[src/design/bsr_pkg.sv]
// ----------------------------------------------------------------------------
// bsr_pkg
// Shared types and constants of the byte stream bit right shifter.
// ----------------------------------------------------------------------------
`default_nettype none

package bsr_pkg;

  localparam int unsigned CntW   = 7;
  localparam int unsigned QDepth = 2;
  localparam int unsigned QPtrW  = $clog2(QDepth);

  // Register indexes of the configuration port.
  localparam logic [1:0] RegShiftBits = 2'd0;
  localparam logic [1:0] RegFillOnes  = 2'd1;
  localparam logic [1:0] RegOutLength = 2'd2;

  typedef struct packed {
    logic [7:0]      shift_bits;
    logic            fill_ones;
    logic [CntW-1:0] out_length;
  } bsr_cfg_t;

  // One classified input request, as handed from front to back.
  typedef struct packed {
    logic [7:0]      main_byte;
    logic [7:0]      tail_byte;
    logic [7:0]      fill_byte;
    logic [4:0]      n_fill;
    logic            has_tail;
    logic [CntW-1:0] total;
    logic [CntW-1:0] base;
    logic [CntW-1:0] limit;
    logic            ovf;
  } bsr_job_t;

endpackage

`default_nettype wire

[src/design/byte_stream_bit_right_shifter_unit.sv]
// ----------------------------------------------------------------------------
// byte_stream_bit_right_shifter_unit
// Shifts a byte packet right by a set number of bits into a fixed-length
// output packet, with one or zero fill and an overflow flag.
// ----------------------------------------------------------------------------
//  Channel   Direction  Content
//  s_axis    in         tdata[7:0] source byte, tlast last source byte
//  m_axis    out        tdata[7:0] output byte, tlast last output byte,
//                       tuser overflow flag
//  APB       in/out     shift_bits @0x0, fill_ones @0x4, out_length @0x8
//
//  The back emits one output byte per cycle from its output register unless
//  m_axis_tready holds it. The first byte of a packet adds shift_bits/8 fill
//  bytes, the last one adds the tail and padding bytes up to out_length. A
//  two-entry job queue lets the front keep accepting until it is full while
//  the back is stalled. Reset clears packet state and restores the registers.
`default_nettype none

module byte_stream_bit_right_shifter_unit #(
  parameter int unsigned MAX_OUT_BYTES = 64
) (
  input  wire         clk_i,
  input  wire         rst_ni,
  // APB configuration port
  input  wire         psel,
  input  wire         penable,
  input  wire         pwrite,
  input  wire  [3:0]  paddr,
  input  wire  [31:0] pwdata,
  output logic [31:0] prdata,
  output logic        pready,
  // Source stream
  input  wire         s_axis_tvalid,
  output logic        s_axis_tready,
  input  wire  [7:0]  s_axis_tdata,   // [7:0] data_byte
  input  wire         s_axis_tlast,
  // Result stream
  output logic        m_axis_tvalid,
  input  wire         m_axis_tready,
  output logic [7:0]  m_axis_tdata,   // [7:0] out_byte
  output logic        m_axis_tlast,
  output logic        m_axis_tuser    // [0] overflow
);
  import bsr_pkg::*;

  bsr_cfg_t   cfg_q;
  bsr_job_t   push_job, head_job;
  logic       push, pop, q_full, q_empty, wr_en;
  logic [1:0] reg_idx;

  assign pready  = 1'b1;
  assign reg_idx = paddr[3:2];
  assign wr_en   = psel && penable && pwrite;

  always_ff @(posedge clk_i or negedge rst_ni) begin
    if (!rst_ni) begin
      cfg_q.shift_bits <= 8'h00;
      cfg_q.fill_ones  <= 1'b0;
      cfg_q.out_length <= CntW'(MAX_OUT_BYTES);
    end else if (wr_en) begin
      unique case (reg_idx)
        RegShiftBits: cfg_q.shift_bits <= pwdata[7:0];
        RegFillOnes:  cfg_q.fill_ones  <= pwdata[0];
        RegOutLength: cfg_q.out_length <= pwdata[CntW-1:0];
        default: ;
      endcase
    end
  end

  always_comb begin
    unique case (reg_idx)
      RegShiftBits: prdata = {24'h0, cfg_q.shift_bits};
      RegFillOnes:  prdata = {31'h0, cfg_q.fill_ones};
      RegOutLength: prdata = {{(32-CntW){1'b0}}, cfg_q.out_length};
      default:      prdata = 32'h0;
    endcase
  end

  bsr_front #(
    .MAX_OUT_BYTES(MAX_OUT_BYTES)
  ) u_front (
    .clk_i     (clk_i),
    .rst_ni    (rst_ni),
    .cfg_i     (cfg_q),
    .s_valid_i (s_axis_tvalid),
    .s_ready_o (s_axis_tready),
    .s_data_i  (s_axis_tdata),
    .s_last_i  (s_axis_tlast),
    .q_full_i  (q_full),
    .q_push_o  (push),
    .q_job_o   (push_job)
  );

  bsr_queue u_queue (
    .clk_i      (clk_i),
    .rst_ni     (rst_ni),
    .push_i     (push),
    .push_job_i (push_job),
    .full_o     (q_full),
    .pop_i      (pop),
    .empty_o    (q_empty),
    .head_o     (head_job)
  );

  bsr_back u_back (
    .clk_i     (clk_i),
    .rst_ni    (rst_ni),
    .q_empty_i (q_empty),
    .q_job_i   (head_job),
    .q_pop_o   (pop),
    .m_valid_o (m_axis_tvalid),
    .m_ready_i (m_axis_tready),
    .m_data_o  (m_axis_tdata),
    .m_last_o  (m_axis_tlast),
    .m_ovf_o   (m_axis_tuser)
  );

endmodule

`default_nettype wire

[src/design/bsr_front.sv]
// ----------------------------------------------------------------------------
// bsr_front
// Accepts source bytes, tracks packet state and builds one job per byte.
// ----------------------------------------------------------------------------
`default_nettype none

module bsr_front #(
  parameter int unsigned MAX_OUT_BYTES = 64
) (
  input  wire                  clk_i,
  input  wire                  rst_ni,
  input  bsr_pkg::bsr_cfg_t    cfg_i,
  input  wire                  s_valid_i,
  output logic                 s_ready_o,
  input  wire [7:0]            s_data_i,
  input  wire                  s_last_i,
  input  wire                  q_full_i,
  output logic                 q_push_o,
  output bsr_pkg::bsr_job_t    q_job_o
);
  import bsr_pkg::*;

  localparam logic [CntW-1:0] LimMax = CntW'(MAX_OUT_BYTES);

  logic            in_pkt_q, in_pkt_d;
  logic [CntW-1:0] cnt_q, cnt_d;
  logic            ovf_q, ovf_d;
  logic [7:0]      carry_q, carry_d;

  logic            first;
  logic [2:0]      r;
  logic [7:0]      mask_right, mask_left, fill_byte, carry0, carry_new;
  logic [15:0]     cw_main, cw_tail;
  logic [CntW-1:0] lim, cnt0, avail, want, emit_main;
  logic [4:0]      nf;
  logic            nt, ovf0, drop, accept;

  assign s_ready_o = !q_full_i;
  assign accept    = s_valid_i && !q_full_i;
  assign q_push_o  = accept;

  always_comb begin
    first      = !in_pkt_q;
    r          = cfg_i.shift_bits[2:0];
    mask_right = ~(8'hFF << r);
    mask_left  = 8'hFF >> r;
    fill_byte  = cfg_i.fill_ones ? 8'hFF : 8'h00;

    if (cfg_i.out_length == '0) begin
      lim = CntW'(1);
    end else if (cfg_i.out_length > LimMax) begin
      lim = LimMax;
    end else begin
      lim = cfg_i.out_length;
    end

    cnt0   = first ? '0 : cnt_q;
    ovf0   = first ? 1'b0 : ovf_q;
    carry0 = first ? (cfg_i.fill_ones ? mask_right : 8'h00) : carry_q;

    // The carried low bits land on top of the next byte; for r of zero they
    // shift out of the low byte entirely.
    cw_main   = {8'h00, carry0} << (4'd8 - {1'b0, r});
    carry_new = s_data_i & mask_right;
    cw_tail   = {8'h00, carry_new} << (4'd8 - {1'b0, r});

    nf    = first ? cfg_i.shift_bits[7:3] : 5'd0;
    nt    = s_last_i && (r != 3'd0);
    avail = (cnt0 >= lim) ? '0 : lim - cnt0;
    want  = CntW'(nf) + CntW'(1) + CntW'(nt);
    drop  = want > avail;
    emit_main = drop ? avail : want;

    q_job_o.main_byte = (s_data_i >> r) | cw_main[7:0];
    q_job_o.tail_byte = cw_tail[7:0] | (cfg_i.fill_ones ? mask_left : 8'h00);
    q_job_o.fill_byte = fill_byte;
    q_job_o.n_fill    = nf;
    q_job_o.has_tail  = nt;
    // The last byte of a packet pads up to the output length.
    q_job_o.total     = s_last_i ? avail : emit_main;
    q_job_o.base      = cnt0;
    q_job_o.limit     = lim;
    q_job_o.ovf       = ovf0 | drop;

    if (s_last_i) begin
      in_pkt_d = 1'b0;
      cnt_d    = '0;
      ovf_d    = 1'b0;
      carry_d  = 8'h00;
    end else begin
      in_pkt_d = 1'b1;
      cnt_d    = cnt0 + emit_main;
      ovf_d    = ovf0 | drop;
      carry_d  = carry_new;
    end
  end

  always_ff @(posedge clk_i or negedge rst_ni) begin
    if (!rst_ni) begin
      in_pkt_q <= 1'b0;
      cnt_q    <= '0;
      ovf_q    <= 1'b0;
      carry_q  <= 8'h00;
    end else if (accept) begin
      in_pkt_q <= in_pkt_d;
      cnt_q    <= cnt_d;
      ovf_q    <= ovf_d;
      carry_q  <= carry_d;
    end
  end

endmodule

`default_nettype wire

[src/design/bsr_queue.sv]
// ----------------------------------------------------------------------------
// bsr_queue
// Short job queue between the front and the back.
// ----------------------------------------------------------------------------
`default_nettype none

module bsr_queue (
  input  wire                clk_i,
  input  wire                rst_ni,
  input  wire                push_i,
  input  bsr_pkg::bsr_job_t  push_job_i,
  output logic               full_o,
  input  wire                pop_i,
  output logic               empty_o,
  output bsr_pkg::bsr_job_t  head_o
);
  import bsr_pkg::*;

  bsr_job_t         mem_q [QDepth];
  logic [QPtrW-1:0] wr_ptr_q, rd_ptr_q;
  logic [QPtrW:0]   fill_q;

  assign full_o  = fill_q == (QPtrW+1)'(QDepth);
  assign empty_o = fill_q == '0;
  assign head_o  = mem_q[rd_ptr_q];

  always_ff @(posedge clk_i) begin
    if (push_i) begin
      mem_q[wr_ptr_q] <= push_job_i;
    end
  end

  always_ff @(posedge clk_i or negedge rst_ni) begin
    if (!rst_ni) begin
      wr_ptr_q <= '0;
      rd_ptr_q <= '0;
      fill_q   <= '0;
    end else begin
      if (push_i) begin
        wr_ptr_q <= wr_ptr_q + 1'b1;
      end
      if (pop_i) begin
        rd_ptr_q <= rd_ptr_q + 1'b1;
      end
      if (push_i && !pop_i) begin
        fill_q <= fill_q + 1'b1;
      end else if (pop_i && !push_i) begin
        fill_q <= fill_q - 1'b1;
      end
    end
  end

endmodule

`default_nettype wire

[src/design/bsr_back.sv]
// ----------------------------------------------------------------------------
// bsr_back
// Walks through a job one output byte per cycle into the output register, while that register is free.
// ----------------------------------------------------------------------------
`default_nettype none

module bsr_back (
  input  wire                clk_i,
  input  wire                rst_ni,
  input  wire                q_empty_i,
  input  bsr_pkg::bsr_job_t  q_job_i,
  output logic               q_pop_o,
  output logic               m_valid_o,
  input  wire                m_ready_i,
  output logic [7:0]         m_data_o,
  output logic               m_last_o,
  output logic               m_ovf_o
);
  import bsr_pkg::*;

  logic [CntW-1:0] pos_q, pos_d;
  logic            vld_q, vld_d;
  logic [7:0]      byte_q, byte_d;
  logic            last_q, last_d, ovf_q, ovf_d;
  logic            load, slot_free, end_of_job;
  logic [CntW-1:0] nf_ext;
  logic [CntW:0]   out_idx;

  assign m_valid_o = vld_q;
  assign m_data_o  = byte_q;
  assign m_last_o  = last_q;
  assign m_ovf_o   = ovf_q;

  always_comb begin
    slot_free  = !vld_q || m_ready_i;
    nf_ext     = CntW'(q_job_i.n_fill);
    end_of_job = pos_q == (q_job_i.total - CntW'(1));
    load       = !q_empty_i && (q_job_i.total != '0) && slot_free;
    // A job with nothing to send is dropped from the queue at once.
    q_pop_o    = !q_empty_i && ((q_job_i.total == '0) || (slot_free && end_of_job));

    if (pos_q < nf_ext) begin
      byte_d = q_job_i.fill_byte;
    end else if (pos_q == nf_ext) begin
      byte_d = q_job_i.main_byte;
    end else if (q_job_i.has_tail && (pos_q == nf_ext + CntW'(1))) begin
      byte_d = q_job_i.tail_byte;
    end else begin
      byte_d = q_job_i.fill_byte;
    end

    out_idx = {1'b0, q_job_i.base} + {1'b0, pos_q} + (CntW+1)'(1);
    last_d  = out_idx == {1'b0, q_job_i.limit};
    ovf_d   = q_job_i.ovf;

    if (load) begin
      vld_d = 1'b1;
    end else if (m_ready_i) begin
      vld_d = 1'b0;
    end else begin
      vld_d = vld_q;
    end

    if (load) begin
      pos_d = end_of_job ? '0 : pos_q + CntW'(1);
    end else begin
      pos_d = pos_q;
    end
  end

  always_ff @(posedge clk_i or negedge rst_ni) begin
    if (!rst_ni) begin
      pos_q <= '0;
      vld_q <= 1'b0;
    end else begin
      pos_q <= pos_d;
      vld_q <= vld_d;
    end
  end

  always_ff @(posedge clk_i) begin
    if (load) begin
      byte_q <= byte_d;
      last_q <= last_d;
      ovf_q  <= ovf_d;
    end
  end

endmodule

`default_nettype wire
[config.mk]
export PLATFORM = sky130hd
export DESIGN_NAME = byte_stream_bit_right_shifter_unit
export DESIGN_NICKNAME = d
export VERILOG_FILES = /design/src/design/bsr_pkg.sv /design/src/design/byte_stream_bit_right_shifter_unit.sv /design/src/design/bsr_front.sv /design/src/design/bsr_queue.sv /design/src/design/bsr_back.sv
export SDC_FILE = /design/constraint.sdc
export NUM_CORES = 1
export LEC_CHECK = 0
export ABC_AREA = 1
export BUFFER_PORTS_ARGS = -buffer_cell sky130_fd_sc_hd__buf_2
export CORE_ASPECT_RATIO = 1.1
export CORE_MARGIN = 2
export CORE_UTILIZATION = 40
export DETAILED_ROUTE_END_ITERATION = 10
export GPL_ROUTABILITY_DRIVEN = 0
export PLACE_DENSITY = 0.58
export SYNTH_ARGS = -nofsm -noshare
export SYNTH_HDL_FRONTEND = slang
export SYNTH_SLANG_ARGS = --single-unit
[constraint.sdc]
create_clock -name clk_i -period 7.1 [get_ports clk_i]
set_input_delay 1.42 -clock clk_i [delete_from_list [all_inputs] [get_ports clk_i]]
set_output_delay 1.42 -clock clk_i [all_outputs]
set_load 0.03 [all_outputs]
==> flow_metrics.tcl, run 1 <==
set metrics [dict create \
    outcome "finished, final reports clean" \
    first_iter_violations 418 \
    reg2reg_to "u_front.cnt_q[5]$_DFFE_PN0P_" \
    powerDensity_nw_per_um2 466 \
    antenna_cells 0 \
    nets 1208 \
    netlist_area_um2 8790 \
    worst_pin_slew_ns 0.740 \
    track_usage_pct 18.2 \
    synth_compound_area_share_pct 10.5 \
    cts_setup_buffers 0 \
    wirelength_mm 20.4 \
    timing.setup.tns_ns 0 \
    cp.arrival_ns 5.49 \
    slowest_stage "dfrtp_1" \
    drcViolationCount 0 \
    num_vias 6995 \
    utilization_pct 45.8 \
    synth-edff-count 100 \
    synthCells 1067 \
    regToRegStartpoint "cfg_q[2]$_DFFE_PN0P_" \
    grt_pass1_wl_mm 33.8 \
    viasPerCell 4.95 \
    buffer_ports.inserted 45 \
    ios 97 \
    areaGrowthSynthToFinish_pct 11.6 \
    slowest_delay_ns 0.40 \
    required_ns 7.40 \
    muxShareOfSynthArea_pct 0.342 \
    final_cell_mix "nand2_1 (336), inv_1 (118), edfxtp_1 (100)" \
    relSlewSlack_pct 50.1 \
    synth_xor_area_share_pct 2.69 \
    clk_pin_slew_worst_paths_ns 0.07 \
    rrSetupSlack_ns 1.91 \
    final_common_cell "nand2_1" \
    cts_tree "built" \
    synthFlopType "edfxtp_1" \
    cts_resized 0 \
    finalSetupViolCount 0 \
    hold_viol 0 \
    cts_made_buffers 17 \
    hold_class "flip-flop to flip-flop" \
    yosysWarnings 0 \
    cp-end-kind "flip-flop" \
    die-area_um2 23200 \
    grt_max_degree 52 \
    max-vdd-ir-drop_uv 203 \
    clkLatencyLatePin_ns 0.43 \
    syn_area_per_cell_um2 8.24 \
    cp-startpoint "cfg_q[2]$_DFFE_PN0P_" \
    hold_end "u_queue.fill_q[0]$_DFFE_PN0P_" \
    hold_buffers 0 \
    die_x_um 145 \
    htree_num_levels 4 \
    maxCapViolCount 0 \
    antenna_found_initial 0 \
    yosysUniqueCellTypes 52 \
    initial_utilization_pct 41.0 \
    crit_top_cell "nand2_1" \
    ys_seq_area_share_pct 46.7 \
    clkSinkCount 144 \
    wl_per_cell_um 14.4 \
    ant_nets 0 \
    cts_root_buffer "clkbuf_16" \
    core_area_um2 21400 \
    synth_fa_ha_area_share_pct 6.80 \
    hp-start "u_queue.fill_q[0]$_DFFE_PN0P_" \
    min_delay_path_depth 1 \
    final_layout_size_suffix_gt1_share_pct 9.71 \
    async_flop_share_pct 30.6 \
    rows 56 \
    finalClockSkew_ns 0.00992 \
    power_leakage_nw 4.59 \
    clock.fmax_mhz 193 \
    fin_crit_ns 5.19 \
    crit_fanout 9 \
    gr-total-overflow 0 \
    slew_viol_final 0 \
    hpwl_mm 15.0 \
    first_pass_iters 8 \
    synth_top_family_by_area "simple AND/OR/NAND/NOR gates" \
    ff2ff_path_depth 32 \
    start_kind "flip-flop" \
    gr-max-usage-layer "met2" \
    use_met1_pct 25.1 \
    met2_usage_pct 29.5 \
    crit_type "flip-flop to flip-flop" \
    use_met3_pct 3.07 \
    synthSimpleGateAreaFrac_pct 23.9 \
    clk_path_buf_depth 2 \
    grt_pass1_vias 6530 \
    die_y_um 159 \
    rsz0062_at_grt "no" \
    ys_seq_elements 144 \
    period_share_pct 73.1 \
]
[cells by family (layout without fill, tap and decap cells)]
kind of cell             count (synthesis)  in the layout
multiplexers                             3              3
XOR/XNOR                                27             27
adder cells (fa/ha/maj)                 46             46
buffers and inverters                  180            212
flip-flops                             144            144
AO/OA/AOI/OAI                          160            160
other                                    2             26
AND/OR/NAND/NOR                        505            505
[where the power goes]
part	internal (mW)	switching, mW
clock	0.473	0.408
sequential	1.28	0.144
combinational	0.721	1.55
total	2.47	2.10
[registers in the layout, summed over array words and instances (netlist names)]
| name | cells |
|---|---|
| u_back.m_last_o | 1 |
| u_queue.rd_ptr_q | 1 |
| u_back.m_valid_o | 1 |
| u_back.m_ovf_o | 1 |
| u_front.cnt_q | 7 |
| u_queue.mem_q | 90 |
| u_back.m_data_o | 8 |
| u_back.pos_q | 7 |
| u_queue.fill_q | 2 |
| cfg_q | 16 |
| u_front.carry_q | 7 |
| u_front.ovf_q | 1 |
| u_queue.wr_ptr_q | 1 |
| u_front.in_pkt_q | 1 |
[metal layers]
metal  vias up  part of all wire (%)
met5         -                     0
met2       167                    46
met4         0                   1.6
met3        33                   4.1
li1       3591                     -
met1      3204                    48
[worst max-delay path by stage]
| stage | cells past startpoint | end | slack (ns) |
|---|---|---|---|
| finish | 32 | u_front.cnt_q[5]$_DFFE_PN0P_ | 1.91 |
| global route | 32 | u_front.cnt_q[5]$_DFFE_PN0P_ | 1.36 |
| CTS | 32 | u_front.cnt_q[5]$_DFFE_PN0P_ | 1.87 |
| detailed placement | 28 | u_front.cnt_q[5]$_DFFE_PN0P_ | 1.59 |
| global placement | 27 | u_front.cnt_q[5]$_DFFE_PN0P_ | 1.63 |
| floorplan | 25 | u_front.cnt_q[6]$_DFFE_PN0P_ | 2.17 |
[through the flow]
step | worst slack (ns) | power (mW) | std cells | instance area, um^2 | hold WS, ns
floorplan | 2.17 | 3.14 | 1091 | 8880 | 0.446
finish | 1.91 | 4.58 | 1413 | 9810 | 0.474
detailed placement | 1.59 | 3.71 | 1381 | 9230 | 0.463
global placement | 1.63 | 3.69 | 1381 | 9230 | 0.462
global route | 1.36 | 4.99 | 1413 | 9810 | 0.481
CTS | 1.87 | 4.61 | 1413 | 9810 | 0.477
[worst max-delay path: cells and delay by family (launching register included)]
family | cells | cell delay, ns
buf+inv | 3 | 0.35
flops | 1 | 0.40
fa+ha+maj | 3 | 0.87
compound gates | 5 | 0.83
simple gates | 21 | 2.59
[synthesized netlist by cell type, types with 5 or more instances]
library cell | number | share of area (%)
o21ai_0 | 67 | 3.8
xnor2_1 | 8 | 0.80
nand4_1 | 11 | 0.78
nand3_1 | 62 | 3.5
buf_4 | 27 | 2.3
a21oi_1 | 28 | 1.6
ha_1 | 43 | 6.1
inv_1 | 118 | 5.0
o22ai_1 | 14 | 1.0
nand2_1 | 336 | 14
a22oi_1 | 5 | 0.43
o21ai_1 | 11 | 0.63
edfxtp_1 | 100 | 34
xor2_1 | 19 | 1.9
inv_2 | 6 | 0.26
nor2_1 | 71 | 3.0
o211ai_1 | 5 | 0.43
clkbuf_1 | 18 | 0.77
a31oi_1 | 12 | 0.85
dfrtp_1 | 43 | 12
buf_2 | 5 | 0.28
[area by class of cell]
cell class                 count  area, um^2
fill                        2153       11600
sequential                   144        4110
multi-input combinational    767        4000
inverter                     127         477
clock buffer                  17         425
tap                          290         363
timing repair buffer          53         285
clock inverter                15         159
No activity file was read; power rests on OpenSTA's default activity.
==> run 2, diff against run 1 <==
PLACE_DENSITY = 0.6   (was 0.58)
clock period = 4.4 ns   (was 7.1 ns; I/O delays follow)
==> flow_metrics.tcl, run 2 (synthesis gave the netlist of run 1 again) <==
set metrics [dict create \
    outcome "complete, but fails checks" \
    failed_checks "setup timing" \
    max-vdd-ir-drop_uv 372 \
    ant_nets 0 \
    ios 97 \
    largest-register "u_queue.mem_q" \
    drcViolationCount 0 \
    cp.arrival_ns 5.01 \
    first_iter_violations 609 \
    clkLatencyLatePin_ns 0.43 \
    clk_path_buf_depth 2 \
    multi_input_area_um2 4330 \
    antenna_found_initial 0 \
    fin_crit_ns 4.69 \
    slew_viol_final 0 \
    final_layout_size_suffix_gt1_share_pct 22.7 \
    crit_type "flip-flop to flip-flop" \
    core_area_um2 21400 \
    track_usage_pct 19.9 \
    setup_ws_ns -0.290 \
    power_leakage_nw 5.18 \
    maxCapViolCount 0 \
    cts_tree "built" \
    gr-max-usage-layer "met2" \
    rsz0062_at_grt "yes" \
    start_kind "flip-flop" \
    design_area_um2 11000 \
    first_pass_iters 8 \
    wl_per_cell_um 15.0 \
    hpwl_mm 15.9 \
    met2_usage_pct 33.9 \
    die_x_um 145 \
    use_met1_pct 25.6 \
    die-area_um2 23200 \
    viasPerCell 4.98 \
    clkSinkCount 144 \
    area.sequential_um2 4110 \
    powerDensity_nw_per_um2 815 \
    clk_pin_slew_worst_paths_ns 0.07 \
    pre_cts_slack_ns -0.439 \
    crit_fanout 7 \
    slowest_stage "dfrtp_1" \
    finalClockSkew_ns 0.0103 \
    hold_viol 0 \
    buffer_ports.inserted 45 \
    required_ns 4.72 \
    final_common_cell "nand2_1" \
    initial_utilization_pct 41.0 \
    use_met3_pct 3.15 \
    wirelength_mm 22.8 \
    die_y_um 159 \
    relSlewSlack_pct 43.0 \
    grt_max_degree 45 \
    slowest_delay_ns 0.40 \
    post_dp_cell_area_um2 9780 \
    areaGrowthSynthToFinish_pct 25.3 \
    gr-total-overflow 0 \
    final_cell_mix "nand2_1 (321), inv_1 (113), buf_4 (108)" \
    clock.fmax_mhz 213 \
    cts_root_buffer "clkbuf_16" \
    period_share_pct 107 \
    worst_pin_slew_ns 0.844 \
    grt_pass1_vias 7214 \
    rows 56 \
    cp-end-kind "flip-flop" \
    total_power_mw 8.98 \
    hold_class "flip-flop to flip-flop" \
    num_vias 7558 \
    finalSetupViolCount 4 \
    antenna_cells 0 \
    nets 1314 \
    largest_reg_flops 90 \
    htree_num_levels 4 \
    crit_top_cell "nand2_2" \
    grt_pass1_wl_mm 36.8 \
    cts_made_buffers 17 \
    fillers 2010 \
]
run 2: power by group:
part | switching (mW) | internal (mW)
sequential | 0.225 | 2.06
clock | 0.647 | 0.867
combinational | 3.03 | 2.14
run 2: per-layer routing:
layer  part of all wire (%)  routed length (um)
met5                      0                   0
met4                    2.5                 574
met1                     44               10100
met2                     49               11200
met3                    4.3                 975
run 2: area by class of cell:
type                    instances  share of cell area, %
clock inverters                15                   1.70
well taps                     290                   3.29
clock buffers                  17                   3.86
multi-input cells             767                   39.3
inverters                     127                   4.38
flip-flops and latches        144                   37.3
repair buffers                159                   10.2
run 2: what timing repair did:
action | CTS | global route
buffers inserted | 29 | 8
endpoints found under the setup margin | 6 | 6
hold buffers | 0 | 0
pin swaps | 33 | 24
gates resized for setup | 56 | 30
hold endpoints to repair | 0 | 0
run 2: final timing paths:
| kind | start | endpoint | slack (ns) | cells past startpoint |
|---|---|---|---|---|
| max | cfg_q[2]$_DFFE_PN0P_ | u_front.cnt_q[6]$_DFFE_PN0P_ | -0.29 | 32 |
| min | u_front.cnt_q[4]$_DFFE_PN0P_ | u_front.cnt_q[4]$_DFFE_PN0P_ | 0.49 | 2 |
| max reg2reg | cfg_q[2]$_DFFE_PN0P_ | u_front.cnt_q[6]$_DFFE_PN0P_ | -0.29 | 32 |
| min reg2reg | u_front.cnt_q[4]$_DFFE_PN0P_ | u_front.cnt_q[4]$_DFFE_PN0P_ | 0.49 | 2 |
| max in group asynchronous | rst_ni | u_back.pos_q[6]$_DFFE_PN0P_ | 3.43 | 2 |
| min in group asynchronous | rst_ni | cfg_q[7]$_DFFE_PN0P_ | 0.54 | 2 |
run 2: critical path, delay by kind of cell, from the launching register on:
| kind | cells | cell delay [ns] |
|---|---|---|
| adders and majority gates | 3 | 0.76 |
| and+or+nand+nor | 19 | 2.30 |
| buffers and inverters | 6 | 0.61 |
| DFF | 1 | 0.40 |
| AOI/OAI and AO/OA | 3 | 0.33 |
| xor gates and xnor gates | 1 | 0.16 |
run 2: per-stage QoR:
| step | hold slack [ns] | setup TNS [ns] | utilization (%) | instances |
|---|---|---|---|---|
| 2_1_floorplan | 0.446 | 0 | - | 1091 |
| 3_3_place_gp | 0.462 | -1.17 | 45.6 | 1451 |
| 3_5_place_dp | 0.474 | -1.69 | 45.6 | 1451 |
| 4_1_cts | 0.489 | -0.117 | 50.5 | 1511 |
| 5_1_grt | 0.506 | -2.86 | 51.4 | 1519 |
| 6_report | 0.486 | -0.730 | 51.4 | 1519 |
==> run 3, diff against run 2 <==
GPL_TIMING_DRIVEN = 0   (was default)
SYNTH_HIERARCHICAL = 1   (was default)
==> flow_metrics.tcl, run 3 <==
set metrics [dict create \
    synth-edff-count 114 \
    ff2ff_path_depth 35 \
    synthCells 1095 \
    antenna_found_initial 0 \
    cp.arrival_ns 5.07 \
    first_iter_violations 726 \
    final_common_cell "nand2_1" \
    fillers 2185 \
    ys_seq_area_share_pct 45.4 \
    synthFlopType "edfxtp_1" \
    synthMostInstantiatedCell "nand2_1" \
    crit_top_cell "nand2_2" \
    grt_pass1_wl_mm 39.2 \
    period_share_pct 107 \
    hold_class "flip-flop to flip-flop" \
    dp.cells 1475 \
    finalSetupViolCount 6 \
    maxCapViolCount 0 \
    max-vdd-ir-drop_uv 403 \
    hold_buffers 0 \
    relSlewSlack_pct 24.5 \
    core_area_um2 24500 \
    cts_tree "built" \
    worst_pin_slew_ns 1.13 \
    slowest_stage "dfrtp_1" \
    synth.largest_area_cell "edfxtp_1" \
    areaGrowthSynthToFinish_pct 23.5 \
    netlist_area_um2 9970 \
    num_vias 8032 \
    ys_seq_elements 158 \
    track_usage_pct 19.1 \
    powerDensity_nw_per_um2 744 \
    outcome "complete, but fails checks" \
    min_delay_path_depth 2 \
    cp-end-kind "flip-flop" \
    wirelength_mm 25.6 \
    final_layout_size_suffix_gt1_share_pct 29.3 \
    clk_path_buf_depth 2 \
    synth_top_area_share_pct 34.3 \
    clkLatencyLatePin_ns 0.43 \
    clock.fmax_mhz 213 \
    hpwl_mm 16.3 \
    area.sequential_um2 4530 \
    clkSinkCount 158 \
    nets 1354 \
    buffer_ports.inserted 45 \
    antenna_cells 0 \
    first_pass_iters 6 \
    clk_pin_slew_worst_paths_ns 0.07 \
    ios 97 \
    final_cell_mix "nand2_1 (305), inv_1 (120), edfxtp_1 (114)" \
    slew_viol_final 0 \
    instances_no_fill 1580 \
    power_leakage_nw 6.01 \
    async_flop_share_pct 27.8 \
    die_y_um 170 \
    cts_root_buffer "clkbuf_16" \
    slowest_delay_ns 0.38 \
    yosysWarnings 6 \
    die_x_um 155 \
    die-area_um2 26200 \
    largest-register "u_queue/mem_q" \
    setup_ws_ns -0.303 \
    rows 60 \
    required_ns 4.76 \
    initial_utilization_pct 40.7 \
    crit_type "flip-flop to flip-flop" \
    pre_cts_slack_ns -0.596 \
    grt_max_degree 45 \
    ys_top_cells_by_area "edfxtp_1 (34%), nand2_1 (12%), dfrtp_1 (11%)" \
    multi_input_area_um2 4870 \
    grt_pass1_vias 7740 \
    timing.setup.tns_ns -0.895 \
    htree_num_levels 4 \
    fin_crit_ns 4.70 \
    failed_checks "setup timing" \
    viasPerCell 5.08 \
    largest_reg_flops 104 \
    gr-total-overflow 0 \
    syn_area_per_cell_um2 9.10 \
    ant_nets 0 \
    yosysUniqueCellTypes 55 \
    crit_fanout 5 \
    cts_made_buffers 17 \
    synth.top_cells.by_count "nand2_1 (322), inv_1 (132), edfxtp_1 (114)" \
    finalClockSkew_ns 0.0111 \
    drcViolationCount 0 \
    rsz0062_at_grt "yes" \
    hold_viol 0 \
    wl_per_cell_um 16.2 \
    start_kind "flip-flop" \
]
## run 3: worst paths after layout
check	from	endpoint	slack, ns
worst min register to register	u_front/carry_q[6]$_DFFE_PN0P_	u_front/carry_q[6]$_DFFE_PN0P_	0.49
max in group asynchronous	rst_ni	u_front/in_pkt_q$_DFFE_PN0P_	2.96
worst min-delay path	u_front/carry_q[6]$_DFFE_PN0P_	u_front/carry_q[6]$_DFFE_PN0P_	0.49
worst max-delay path	cfg_q[2]$_DFFE_PN0P_	u_front/cnt_q[6]$_DFFE_PN0P_	-0.30
worst max register to register	cfg_q[2]$_DFFE_PN0P_	u_front/cnt_q[6]$_DFFE_PN0P_	-0.30
min in group asynchronous	rst_ni	u_front/cnt_q[5]$_DFFE_PN0P_	0.66
## run 3: repair_timing
item | 4_1_cts | 5_1_grt
endpoints found under the setup margin | 6 | 10
pin swaps | 35 | 30
hold endpoints to repair | 0 | 0
setup buffers | 74 | 31
gates resized for setup | 74 | 52
## run 3: power breakdown
group / switching, mW / internal (mW) / total (mW)
combinational: 3.08 / 2.25 / 5.34
clock: 0.610 / 0.788 / 1.40
sequential: 0.197 / 2.22 / 2.42
total: 3.89 / 5.27 / 9.16
## run 3: layout make-up
class | count | area share [%]
sequential | 158 | 36.8
multi-input combinational | 757 | 39.6
buffer | 56 | 3.74
timing repair buffer | 122 | 7.64
inverter | 145 | 4.54
clock inverter | 14 | 1.11
clock buffer | 18 | 3.48
tap | 310 | 3.15
## run 3: metrics by stage
step           instance area, um^2  utilization [%]  power [mW]  hold WS (ns)
2_1_floorplan                10100                -        5.48         0.448
3_3_place_gp                 10700             43.6        6.31         0.462
3_5_place_dp                 10700             43.8        6.39         0.462
4_1_cts                      12100             49.4        8.64         0.491
5_1_grt                      12300             50.3        9.72         0.516
6_report                     12300             50.3        9.16         0.491
## run 3: layer usage
metal	vias up	share of wire [%]	GRT usage, %
met5	-	0	0
met1	3686	42	23.7
met4	0	4.6	9.22
met2	360	48	32.4
met3	104	5.3	3.12
li1	3882	-	-
## run 3: cell families (layout without fill, tap and decap cells)
family          Yosys count  count (layout)  share of synthesized area, %
other cells               2              25                        0.0753
mux                      52              52                          7.72
compound gates          110             110                          6.23
flops                   158             158                          45.4
fa+ha+maj                45              45                          5.87
buf+inv                 203             355                          10.2
simple gates            500             500                          22.2
xor+xnor                 25              25                          2.35
## run 3: worst max-delay path: cells and delay by family, from the launching register on
family	cells	cell delay, ns
DFF	1	0.38
and+or+nand+nor	23	2.51
buffers and inverters	6	0.54
AOI/OAI and AO/OA	2	0.22
adders and majority gates	4	0.99
